--- src/hdl/ubx_pkg.sv ---
// ---------------------------------------------------------------------------
// ubx_pkg: shared types and constants for the UBX frame builder
// Frame constants, item codes and the job descriptor that travels from the
// front end to the byte serializer.
// ---------------------------------------------------------------------------
`default_nettype none

package ubx_pkg;

   // Frame preamble
   localparam logic [7:0] SYNC1 = 8'hB5;
   localparam logic [7:0] SYNC2 = 8'h62;

   // Input item kinds (req_tuser)
   localparam logic CMD_START   = 1'b0;
   localparam logic CMD_PAYLOAD = 1'b1;

   // Byte positions in a job; header jobs start at POS_SYNC1, payload and
   // stray-payload jobs start at POS_DATA3
   localparam int POS_W = 3;
   localparam logic [POS_W-1:0] POS_SYNC1 = 3'd0;
   localparam logic [POS_W-1:0] POS_SYNC2 = 3'd1;
   localparam logic [POS_W-1:0] POS_DATA0 = 3'd2;
   localparam logic [POS_W-1:0] POS_DATA1 = 3'd3;
   localparam logic [POS_W-1:0] POS_DATA2 = 3'd4;
   localparam logic [POS_W-1:0] POS_DATA3 = 3'd5;
   localparam logic [POS_W-1:0] POS_CK_A  = 3'd6;
   localparam logic [POS_W-1:0] POS_CK_B  = 3'd7;

   // Job queue depth
   localparam int QDEPTH = 4;
   localparam int QPTR_W = $clog2(QDEPTH);
   localparam int QCNT_W = $clog2(QDEPTH + 1);

   // One classified item: which bytes to send and with which flags
   typedef struct packed {
      logic            hdr;     // full header (else a single data byte)
      logic [3:0][7:0] data;    // class, id, len lo, len hi; data[3] alone otherwise
      logic            has_ck;  // append CK_A and CK_B
      logic [7:0]      ck_a;
      logic [7:0]      ck_b;
      logic            err;
   } ubx_job_type;

endpackage

`default_nettype wire

--- src/hdl/ubx_frame_builder_top.sv ---
// ---------------------------------------------------------------------------
// ubx_frame_builder_top: UBX frame builder with Fletcher-8 checksum
// Turns start and payload items into the transmit byte stream of a frame.
// ---------------------------------------------------------------------------
// Usage:
//   req channel: one item per handshake. req_tuser = 0 starts a frame with
//   class, id and length; req_tuser = 1 carries one payload byte.
//   rsp channel: one frame byte per handshake. rsp_tlast marks the last byte
//   caused by an input item, rsp_tuser flags CK_B and protocol errors.
//   A start yields 6 bytes (8 when the length is zero), a payload item 1 byte
//   (3 with the closing checksum), a stray payload item one error byte.
// Path: accepted items are queued, then each byte is registered for output.
// Throughput: the serializer sends one byte per cycle while rsp_tready is
//   high; payload items flow at one per cycle, header and checksum bytes
//   too, and the 4-entry job queue absorbs bursts before req_tready drops.
// Reset: clears the frame state, the job queue and the output stage; no
//   frame is open afterwards.
// Stall: when rsp_tready is low the output byte holds, the queue fills and
//   req_tready falls once all 4 queue entries are taken.
// ---------------------------------------------------------------------------
`default_nettype none

module ubx_frame_builder_top (
   input  wire         clock,
   input  wire         reset,
   input  wire         req_tvalid,
   output logic        req_tready,
   input  wire  [39:0] req_tdata,   // msg_class[7:0], msg_id[15:8],
                                    // payload_len[31:16], payload_byte[39:32]
   input  wire  [0:0]  req_tuser,   // command[0]
   output logic        rsp_tvalid,
   input  wire         rsp_tready,
   output logic [7:0]  rsp_tdata,   // tx_byte[7:0]
   output logic        rsp_tlast,   // last_in_run
   output logic [1:0]  rsp_tuser    // frame_done[0], error[1]
);
   import ubx_pkg::*;

   ubx_job_type new_job;
   ubx_job_type head_job;
   logic        q_full;
   logic        head_valid;
   logic        pop;
   logic        accept;
   logic        frame_done;
   logic        error;

   assign req_tready = !q_full;
   assign accept     = req_tvalid && !q_full;

   // Classify items and keep frame state
   ubx_front u_front (
      .clock      (clock),
      .reset      (reset),
      .item_valid (accept),
      .item_cmd   (req_tuser[0]),
      .item_class (req_tdata[7:0]),
      .item_id    (req_tdata[15:8]),
      .item_len   (req_tdata[31:16]),
      .item_byte  (req_tdata[39:32]),
      .job        (new_job)
   );

   // Decouple classification from serialization
   ubx_queue u_queue (
      .clock      (clock),
      .reset      (reset),
      .push       (accept),
      .push_job   (new_job),
      .full       (q_full),
      .pop        (pop),
      .head_valid (head_valid),
      .head_job   (head_job)
   );

   // Serialize jobs into frame bytes
   ubx_back u_back (
      .clock      (clock),
      .reset      (reset),
      .head_valid (head_valid),
      .head_job   (head_job),
      .pop        (pop),
      .out_valid  (rsp_tvalid),
      .out_ready  (rsp_tready),
      .out_byte   (rsp_tdata),
      .out_last   (rsp_tlast),
      .out_done   (frame_done),
      .out_err    (error)
   );

   assign rsp_tuser = {error, frame_done};

endmodule

`default_nettype wire

--- src/hdl/ubx_front.sv ---
// ---------------------------------------------------------------------------
// ubx_front: item classifier and frame state
// Accepts start and payload items, tracks the open frame, runs the Fletcher
// sums and issues one job per item to the job queue.
// ---------------------------------------------------------------------------
`default_nettype none

module ubx_front (
   input  wire                 clock,
   input  wire                 reset,
   input  wire                 item_valid,
   input  wire                 item_cmd,
   input  wire  [7:0]          item_class,
   input  wire  [7:0]          item_id,
   input  wire  [15:0]         item_len,
   input  wire  [7:0]          item_byte,
   output ubx_pkg::ubx_job_type job
);
   import ubx_pkg::*;

   logic [7:0]  sum_a_ff, sum_a_in;
   logic [7:0]  sum_b_ff, sum_b_in;
   logic [15:0] bytes_left_ff, bytes_left_in;
   logic        frame_open_ff, frame_open_in;

   logic [7:0]  len_lo, len_hi;
   logic [7:0]  hdr_a, hdr_b;
   logic [7:0]  pay_a, pay_b;
   logic [15:0] left_dec;

   assign len_lo   = item_len[7:0];
   assign len_hi   = item_len[15:8];
   assign left_dec = bytes_left_ff - 16'd1;

   // Header sums in closed form: A = c+i+l+h, B = 4c+3i+2l+h (mod 256)
   assign hdr_a = item_class + item_id + len_lo + len_hi;
   assign hdr_b = {item_class[5:0], 2'b00} + item_id + {item_id[6:0], 1'b0}
                + {len_lo[6:0], 1'b0} + len_hi;

   // Running sums for one payload byte
   assign pay_a = sum_a_ff + item_byte;
   assign pay_b = sum_b_ff + pay_a;

   // Classify the item and compute next frame state
   always_comb begin
      sum_a_in      = sum_a_ff;
      sum_b_in      = sum_b_ff;
      bytes_left_in = bytes_left_ff;
      frame_open_in = frame_open_ff;
      job           = '0;
      if (item_cmd == CMD_START) begin
         job.hdr       = 1'b1;
         job.data      = {len_hi, len_lo, item_id, item_class};
         job.has_ck    = (item_len == 16'd0);
         job.ck_a      = hdr_a;
         job.ck_b      = hdr_b;
         job.err       = frame_open_ff;
         sum_a_in      = hdr_a;
         sum_b_in      = hdr_b;
         bytes_left_in = item_len;
         frame_open_in = (item_len != 16'd0);
      end else if (!frame_open_ff || bytes_left_ff == 16'd0) begin
         // Stray payload: single zero byte flagged as error, state kept
         job.err = 1'b1;
      end else begin
         job.data[3]   = item_byte;
         job.has_ck    = (left_dec == 16'd0);
         job.ck_a      = pay_a;
         job.ck_b      = pay_b;
         sum_a_in      = pay_a;
         sum_b_in      = pay_b;
         bytes_left_in = left_dec;
         frame_open_in = (left_dec != 16'd0);
      end
   end

   // Commit state on each accepted item
   always_ff @(posedge clock) begin
      if (reset) begin
         sum_a_ff      <= '0;
         sum_b_ff      <= '0;
         bytes_left_ff <= '0;
         frame_open_ff <= 1'b0;
      end else if (item_valid) begin
         sum_a_ff      <= sum_a_in;
         sum_b_ff      <= sum_b_in;
         bytes_left_ff <= bytes_left_in;
         frame_open_ff <= frame_open_in;
      end
   end

endmodule

`default_nettype wire

--- src/hdl/ubx_queue.sv ---
// ---------------------------------------------------------------------------
// ubx_queue: job queue between front end and serializer
// Small first-in first-out register file; head is visible without a pop.
// ---------------------------------------------------------------------------
`default_nettype none

module ubx_queue (
   input  wire                  clock,
   input  wire                  reset,
   input  wire                  push,
   input  ubx_pkg::ubx_job_type push_job,
   output logic                 full,
   input  wire                  pop,
   output logic                 head_valid,
   output ubx_pkg::ubx_job_type head_job
);
   import ubx_pkg::*;

   ubx_job_type           slot_ff [QDEPTH];
   logic [QPTR_W-1:0]     wr_ptr_ff, rd_ptr_ff;
   logic [QCNT_W-1:0]     count_ff;
   logic                  do_pop;

   assign full       = (count_ff == QCNT_W'(QDEPTH));
   assign head_valid = (count_ff != '0);
   assign head_job   = slot_ff[rd_ptr_ff];
   assign do_pop     = pop && head_valid;

   // Store pushed jobs
   always_ff @(posedge clock) begin
      if (push) begin
         slot_ff[wr_ptr_ff] <= push_job;
      end
   end

   // Advance pointers and fill count
   always_ff @(posedge clock) begin
      if (reset) begin
         wr_ptr_ff <= '0;
         rd_ptr_ff <= '0;
         count_ff  <= '0;
      end else begin
         if (push) begin
            wr_ptr_ff <= wr_ptr_ff + 1'b1;
         end
         if (do_pop) begin
            rd_ptr_ff <= rd_ptr_ff + 1'b1;
         end
         if (push && !do_pop) begin
            count_ff <= count_ff + 1'b1;
         end else if (!push && do_pop) begin
            count_ff <= count_ff - 1'b1;
         end
      end
   end

endmodule

`default_nettype wire

--- src/hdl/ubx_back.sv ---
// ---------------------------------------------------------------------------
// ubx_back: byte serializer
// Walks the head job byte by byte into a registered output stage and pops
// the job with its last byte.
// ---------------------------------------------------------------------------
`default_nettype none

module ubx_back (
   input  wire                  clock,
   input  wire                  reset,
   input  wire                  head_valid,
   input  ubx_pkg::ubx_job_type head_job,
   output logic                 pop,
   output logic                 out_valid,
   input  wire                  out_ready,
   output logic [7:0]           out_byte,
   output logic                 out_last,
   output logic                 out_done,
   output logic                 out_err
);
   import ubx_pkg::*;

   logic             busy_ff, busy_in;
   logic [POS_W-1:0] pos_ff, pos_in;
   logic             valid_ff, valid_in;
   logic [7:0]       byte_ff, byte_in;
   logic             last_ff, last_in;
   logic             done_ff, done_in;
   logic             err_ff, err_in;

   logic [POS_W-1:0] cur_pos;
   logic [POS_W-1:0] end_pos;
   logic             at_end;
   logic             load;

   // Current byte position within the head job
   assign cur_pos = busy_ff ? pos_ff : (head_job.hdr ? POS_SYNC1 : POS_DATA3);
   assign end_pos = head_job.has_ck ? POS_CK_B : POS_DATA3;
   assign at_end  = (cur_pos == end_pos);
   assign load    = head_valid && (!valid_ff || out_ready);
   assign pop     = load && at_end;

   // Select the byte and advance the position
   always_comb begin
      busy_in  = busy_ff;
      pos_in   = pos_ff;
      valid_in = valid_ff && !out_ready;
      byte_in  = byte_ff;
      last_in  = last_ff;
      done_in  = done_ff;
      err_in   = err_ff;
      if (load) begin
         valid_in = 1'b1;
         last_in  = at_end;
         done_in  = (cur_pos == POS_CK_B);
         err_in   = head_job.err;
         busy_in  = !at_end;
         pos_in   = cur_pos + 1'b1;
         case (cur_pos)
            POS_SYNC1: byte_in = SYNC1;
            POS_SYNC2: byte_in = SYNC2;
            POS_DATA0: byte_in = head_job.data[0];
            POS_DATA1: byte_in = head_job.data[1];
            POS_DATA2: byte_in = head_job.data[2];
            POS_DATA3: byte_in = head_job.data[3];
            POS_CK_A:  byte_in = head_job.ck_a;
            POS_CK_B:  byte_in = head_job.ck_b;
            default:   byte_in = 8'h00;
         endcase
      end
   end

   // Control registers
   always_ff @(posedge clock) begin
      if (reset) begin
         busy_ff  <= 1'b0;
         pos_ff   <= '0;
         valid_ff <= 1'b0;
      end else begin
         busy_ff  <= busy_in;
         pos_ff   <= pos_in;
         valid_ff <= valid_in;
      end
   end

   // Output payload register
   always_ff @(posedge clock) begin
      byte_ff <= byte_in;
      last_ff <= last_in;
      done_ff <= done_in;
      err_ff  <= err_in;
   end

   assign out_valid = valid_ff;
   assign out_byte  = byte_ff;
   assign out_last  = last_ff;
   assign out_done  = done_ff;
   assign out_err   = err_ff;

endmodule

`default_nettype wire

--- config.mk ---
export PLATFORM = sky130hd
export DESIGN_NAME = ubx_frame_builder_top
export DESIGN_NICKNAME = d
export VERILOG_FILES = /design/src/hdl/ubx_pkg.sv /design/src/hdl/ubx_frame_builder_top.sv /design/src/hdl/ubx_front.sv /design/src/hdl/ubx_queue.sv /design/src/hdl/ubx_back.sv
export SDC_FILE = /design/constraint.sdc
export NUM_CORES = 1
export LEC_CHECK = 0
export BUFFER_PORTS_ARGS = -buffer_cell sky130_fd_sc_hd__buf_2
export CORE_MARGIN = 1.5
export CORE_UTILIZATION = 55
export DETAILED_ROUTE_END_ITERATION = 8
export PLACE_DENSITY = 0.77
export RECOVER_POWER = 100
export SYNTH_ARGS = -nofsm -noshare
export SYNTH_HDL_FRONTEND = slang
export SYNTH_SLANG_ARGS = --single-unit
--- constraint.sdc ---
create_clock -name clock -period 9.4 [get_ports clock]
set_clock_uncertainty 0.2 [all_clocks]
set_input_delay 0.94 -clock clock [delete_from_list [all_inputs] [get_ports clock]]
set_output_delay 0.94 -clock clock [all_outputs]
set_load 0.05 [all_outputs]
==> results of run 1 <==
[routing by layer]
metal | global-route usage | share of wire
met2 | 0.4155 | 0.48
met4 | 0.1128 | 0.039
met3 | 0.04818 | 0.085
met5 | 0 | 0
met1 | 0.3507 | 0.40
[cell usage in the layout, fill, tap and decap left out, types with 21 or more instances in the layout]
cell type  instances
nor2_1            77
a21oi_1           37
clkbuf_16         27
edfxtp_1         215
inv_1             89
xnor2_1           21
mux4_2            51
fa_1              35
o21ai_0           39
clkbuf_1          24
ha_1              39
dfxtp_1           45
nand2_1           60
buf_2             43
[tightest hold or removal path, delay by kind of cell, from the launching register on]
kind | cells | cell delay, ns
DFF | 1 | 0.32
and+or+nand+nor | 1 | 0.05
AOI/OAI and AO/OA | 1 | 0.05
[registers in the layout, summed over array words and instances (netlist names), 2 cells and up, named ones only]
register	count
u_front.bytes_left_ff	16
u_front.sum_b_ff	8
u_queue.count_ff	3
u_queue.rd_ptr_ff	2
u_back.out_byte	8
u_front.sum_a_ff	8
u_queue.slot_ff	204
u_back.pos_ff	3
u_queue.wr_ptr_ff	2
[how the worst max path moves through the flow]
stage                  from                     to  slack [ns]  depth (start not counted)
2_1_floorplan  req_tdata[1]  u_queue.slot_ff[0][8]        5.01                         15
3_3_place_gp   req_tdata[1]  u_queue.slot_ff[0][8]        4.77                         16
3_5_place_dp   req_tdata[1]  u_queue.slot_ff[1][8]        4.67                         16
4_1_cts            register     u_back.out_byte[5]        5.20                          9
5_1_grt            register     u_back.out_byte[5]        2.49                          9
6_report           register     u_back.out_byte[6]        2.90                          8
[area by class of cell]
class                      instances  area [um2]  area share
sequential                       262        7402      0.5117
multi-input combinational        577        5085      0.3515
clock buffer                      33       728.2     0.05034
tap                              319       399.1     0.02759
inverter                          91       341.6     0.02361
timing repair buffer              65       301.5     0.02084
clock inverter                    17       209.0     0.01444
[report_power, final]
group / total (W) / switching [W] / internal [W] / leakage [nW]
Clock: 0.00113 / 0.000460 / 0.000665 / 0.455
Sequential: 0.00164 / 0.0000899 / 0.00155 / 2.40
Combinational: 0.00154 / 0.000958 / 0.000582 / 2.51
[per-stage QoR]
step | std cells | setup WS (ns) | utilization | hold WS, ns | cell area, um2
after global placement | 1314 | 4.766 | 0.5812 | 0.2552 | 13600
after CTS | 1364 | 5.196 | 0.6212 | 0.2686 | 14540
after floorplan | 978 | 5.010 | - | 0.2356 | 13050
final | 1364 | 2.896 | 0.6182 | 0.2652 | 14470
after global routing | 1364 | 2.492 | 0.6182 | 0.2889 | 14470
after detailed placement | 1314 | 4.671 | 0.5812 | 0.2557 | 13600
[kinds of logic after synthesis]
group                      count (synthesis)  synth area share
muxes                                     65           0.09963
DFF                                      262            0.5669
adders and majority gates                 74           0.09109
and+or+nand+nor                          230           0.08496
AOI/OAI and AO/OA                        173           0.09042
buffers and inverters                    139           0.04248
xor gates and xnor gates                  35           0.02455
==> results.toml, run 1 <==
[synth]
yosys-top-cells-area = "edfxtp_1 49%, mux4_2 8.8%, dfxtp_1 7.2%, fa_1 5.4%, ha_1 3.7%"
yosysTopAreaCell = "edfxtp_1"
syn-cell-area_um2 = 13050
synth_nets = 1097
synthFlopType = "edfxtp_1"
ys_types = 68
synth_common_cells = "215 x edfxtp_1, 89 x inv_1, 77 x nor2_1"
synth_edf_count = 215
synth_top_area_share = 0.4948
seq_area_frac_synth = 0.5669
synthArstFlopShare = 0
ys_ff_latch = 262
synth_cells = 978
synth.most_common_cell = "edfxtp_1"
synth-warning-count = 0
avgSynthCellArea_um2 = 13.34

[layout]
drive_gt1_frac = 0.1627
layout.nets = 1143
fillers = 1820
diodes = 0
area_growth_pct = 10.86

[power]
power.leakage_nw = 5.368
powerDensity_nw_per_um2 = 297.3
peakVddDrop_mv = 0.1733
p_total_w = 0.004301

[critical_path]
rrSetupSlack_ns = 2.90
required_ns = 9.40
start_kind = "register"
path_cells = "clkbuf_1, mux4_2, nor2b_1, a21oi_4, inv_1, ha_1, nor4_1, a21oi_1"
worst_r2r_endpoint = "u_back.out_byte[6]"
slowest_delay_ns = 2.26
cp.arrival_ns = 6.50
cp_slowest_cell = "clkbuf_1"
path_delay_family = "buffers and inverters"
endpoint_kind = "register"
reg2reg_depth = 8
critPathBufInv = 2
crit_type = "register to register"
crit_fanout = 51

[placed_design]
io_buffers = 57
gp_congestion = 0.9258
hpwl_um = 20530

[worst_hold_path]
worstHoldStart = "u_back.out_valid"
hold_path_class = "register to register"
hold_end = "u_back.out_valid"
min_delay_path_depth = 2

[clock_tree]
post_cts_buffers = 0
cts_resized = 0
postCtsHoldBufs = 0
clockBufferDepth = 3
clock_sinks = 262
clk_pin_slew_worst_paths_ns = 0.06
cts_tree = "done"
htreeDepth = 1
clk_latency_ns = 0.54
numCtsBuffers = 27
clockRootBuffer = "clkbuf_16"

[drt]
vias_per_cell = 6.137
dr_total_vias = 8371
detail-route-antenna-nets = 0
drcViolationCount = 0
drtPass1Iterations = 5
wire_per_inst_um = 22.72
drt_iter0_drc = 824
wirelength_um = 31000

[global_routing]
grt_usage = 0.2596
grt_max_degree = 76
grt_pass1_wl_um = 47380
overflow = 0
grt_pass1_vias = 8364
grt_antenna_before_repair = 0

[run]
cap_violations = 10

[sta]
fin_tns_setup_ns = 0
hold_viol_final = 0
setup_viol = 0
fin_crit_ns = 6.504
slew_headroom = -1.255
drv_slew = 420
finalCritPeriodShare = 0.6919
timing.fmax_mhz = 153.8
grt_setup_unrepaired = "false"
worst_pin_slew_ns = 3.383

[floorplan]
start_util = 0.5576
die-area_um2 = 24660
die_w_um = 157.0
die_h_um = 157.0
ios = 58
row_count = 56
coreArea_um2 = 23400

[outcome]
status = "finished, violations left"
violations = "max-capacitance violations, max-slew violations"
No activity file was read; power rests on OpenSTA's default activity.
==> run 2, diff against run 1 <==
PLACE_DENSITY = 0.8   (was 0.77)
clock period = 5.6 ns   (was 9.4 ns; I/O delays follow)
==> results.toml, run 2 (synthesis gave the netlist of run 1 again) <==
[outcome]
status = "finished, violations left"
violations = "max-capacitance violations, max-slew violations"

[placed_design]
placed_cells = 1316
post-place-ws_ns = 1.223
gp_congestion = 0.9067
hpwl_um = 20950
io_buffers = 57

[power]
p_sw_frac = 0.3536
peakVddDrop_mv = 0.2550
p_clk_frac = 0.245
power.leakage_nw = 5.338
comb_power_share = 0.365
powerDensity_nw_per_um2 = 491.8
p_switching_w = 0.002504
intPower_w = 0.004578
seq_power_share = 0.390

[clock_tree]
post_cts_buffers = 0
clk_latency_ns = 0.53
clk_pin_slew_worst_paths_ns = 0.06
numCtsBuffers = 27
htreeDepth = 1
cts_resized = 0
clockBufferDepth = 3
cts_tree = "done"
clockRootBuffer = "clkbuf_16"
postCtsHoldBufs = 0
clock_sinks = 262

[critical_path]
crit_fanout = 40
path_delay_family = "buffers and inverters"
cp_slowest_cell = "clkbuf_1"
required_ns = 5.81
path_cells = "clkbuf_1, inv_1, o211a_1, o21ai_0, o21ai_0, a21oi_1"
crit_type = "input port to register"
critPathBufInv = 2
rrSetupSlack_ns = 1.39
worst_r2r_endpoint = "u_back.out_byte[4]"
cpMostUsedCell = "o21ai_0"
slowest_delay_ns = 1.14
endpoint_kind = "register"
reg2reg_depth = 9
path_depth = 6
cp.arrival_ns = 4.77
start_kind = "input port"

[drt]
drcViolationCount = 0
drt_iter0_drc = 813
drtPass1Iterations = 5
detail-route-antenna-nets = 0
wirelength_um = 31240
vias_per_cell = 6.089
dr_total_vias = 8311
wire_per_inst_um = 22.88

[sta]
slew_headroom = -1.198
grt_setup_unrepaired = "false"
setup_viol = 0
fin_ws_ns = 1.044
fin_tns_setup_ns = 0
worst_pin_slew_ns = 3.297
timing.fmax_mhz = 219.5
finalCritPeriodShare = 0.8135
drv_slew = 370
hold_viol_final = 0
fin_crit_ns = 4.556
holdWs_ns = 0.1052

[layout]
drive_gt1_frac = 0.1587
final_common_cell = "edfxtp_1"
final_util = 0.6153
top_regs = "u_queue.slot_ff (204), u_front.bytes_left_ff (16)"
diodes = 0
seq_area_um2 = 7397
fillers = 1795
layout.cells.non_filler = 1365
largest-register = "u_queue.slot_ff"
multiInputGateArea_um2 = 5091
final_cell_mix = "215 x edfxtp_1, 90 x inv_1, 77 x nor2_1"
layout.nets = 1145
largest_reg_flops = 204
area_growth_pct = 10.36

[floorplan]
die_h_um = 157.0
row_count = 56
die-area_um2 = 24660
start_util = 0.5576
coreArea_um2 = 23400
die_w_um = 157.0
ios = 58

[global_routing]
grt_pass1_vias = 8198
grt_pass1_wl_um = 47800
overflow = 0
grt_max_degree = 52
grt_usage = 0.2633
grt_antenna_before_repair = 0

[worst_hold_path]
hold_path_class = "input port to register"
hold_end = "u_back.out_valid"
worstHoldStart = "rsp_tready"
min_delay_path_depth = 4

[run]
cap_violations = 9
==> run 2: changes by cell type in the layout (fill, tap and decap cells not counted), sizes merged <==
cell / previous run / this run
bufinv: 4 / 2
inv: 92 / 90
clkinv: 10 / 11
clkbuf: 54 / 58
==> run 2: power by group through the flow <==
stage,clock network (W),registers (W),logic (W)
after global placement,0,0.00275,0.00251
final,0.00174,0.00276,0.00258
after detailed placement,0,0.00278,0.00257
after global routing,0.00182,0.00280,0.00281
after floorplan,0,0.00284,0.00184
after CTS,0.00175,0.00275,0.00260
==> run 2: area by class of cell <==
type / count / area share
well taps: 319 / 0.02772
clock inverters: 14 / 0.009123
inverters: 91 / 0.02372
clock buffers: 35 / 0.05040
repair buffers: 67 / 0.02181
multi-input cells: 577 / 0.3535
flip-flops and latches: 262 / 0.5137
==> run 2: stage by stage <==
step,area (um2),total power (W)
5_1_grt,14400,0.007430
3_5_place_dp,13610,0.005348
2_1_floorplan,13050,0.004678
6_report,14400,0.007083
4_1_cts,14470,0.007099
3_3_place_gp,13610,0.005265
==> run 2: worst register-to-register path: stages, from the launching register on <==
cell and delay (ns):
dfxtp_1 0.94, mux4_2 0.63, nor2b_1 0.19, a21oi_4 0.31, inv_1 0.35, ha_1 0.49
nor4_1 0.42, clkbuf_1 0.30, a221oi_1 0.11, nand3_1 0.13
==> run 2: per-layer routing <==
| metal | part of all wire | track usage | vias to the layer above |
|---|---|---|---|
| met1 | 0.41 | 0.3615 | 4138 |
| met2 | 0.48 | 0.4284 | 393 |
| met3 | 0.079 | 0.03965 | 63 |
| met4 | 0.036 | 0.1011 | 0 |
| met5 | 0 | 0 | - |
| li1 | - | - | 3717 |
==> run 2: how the worst max path moves through the flow <==
stage,from,to,slack [ns]
detailed placement,req_tdata[1],u_queue.slot_ff[0][8],1.22
CTS,req_tdata[1],u_queue.slot_ff[1][8],1.75
global placement,req_tdata[1],u_queue.slot_ff[0][8],1.30
global route,req_tuser,u_front.bytes_left_ff[15],0.82
floorplan,req_tdata[1],u_queue.slot_ff[0][8],1.59
finish,req_tuser,u_front.bytes_left_ff[2],1.04
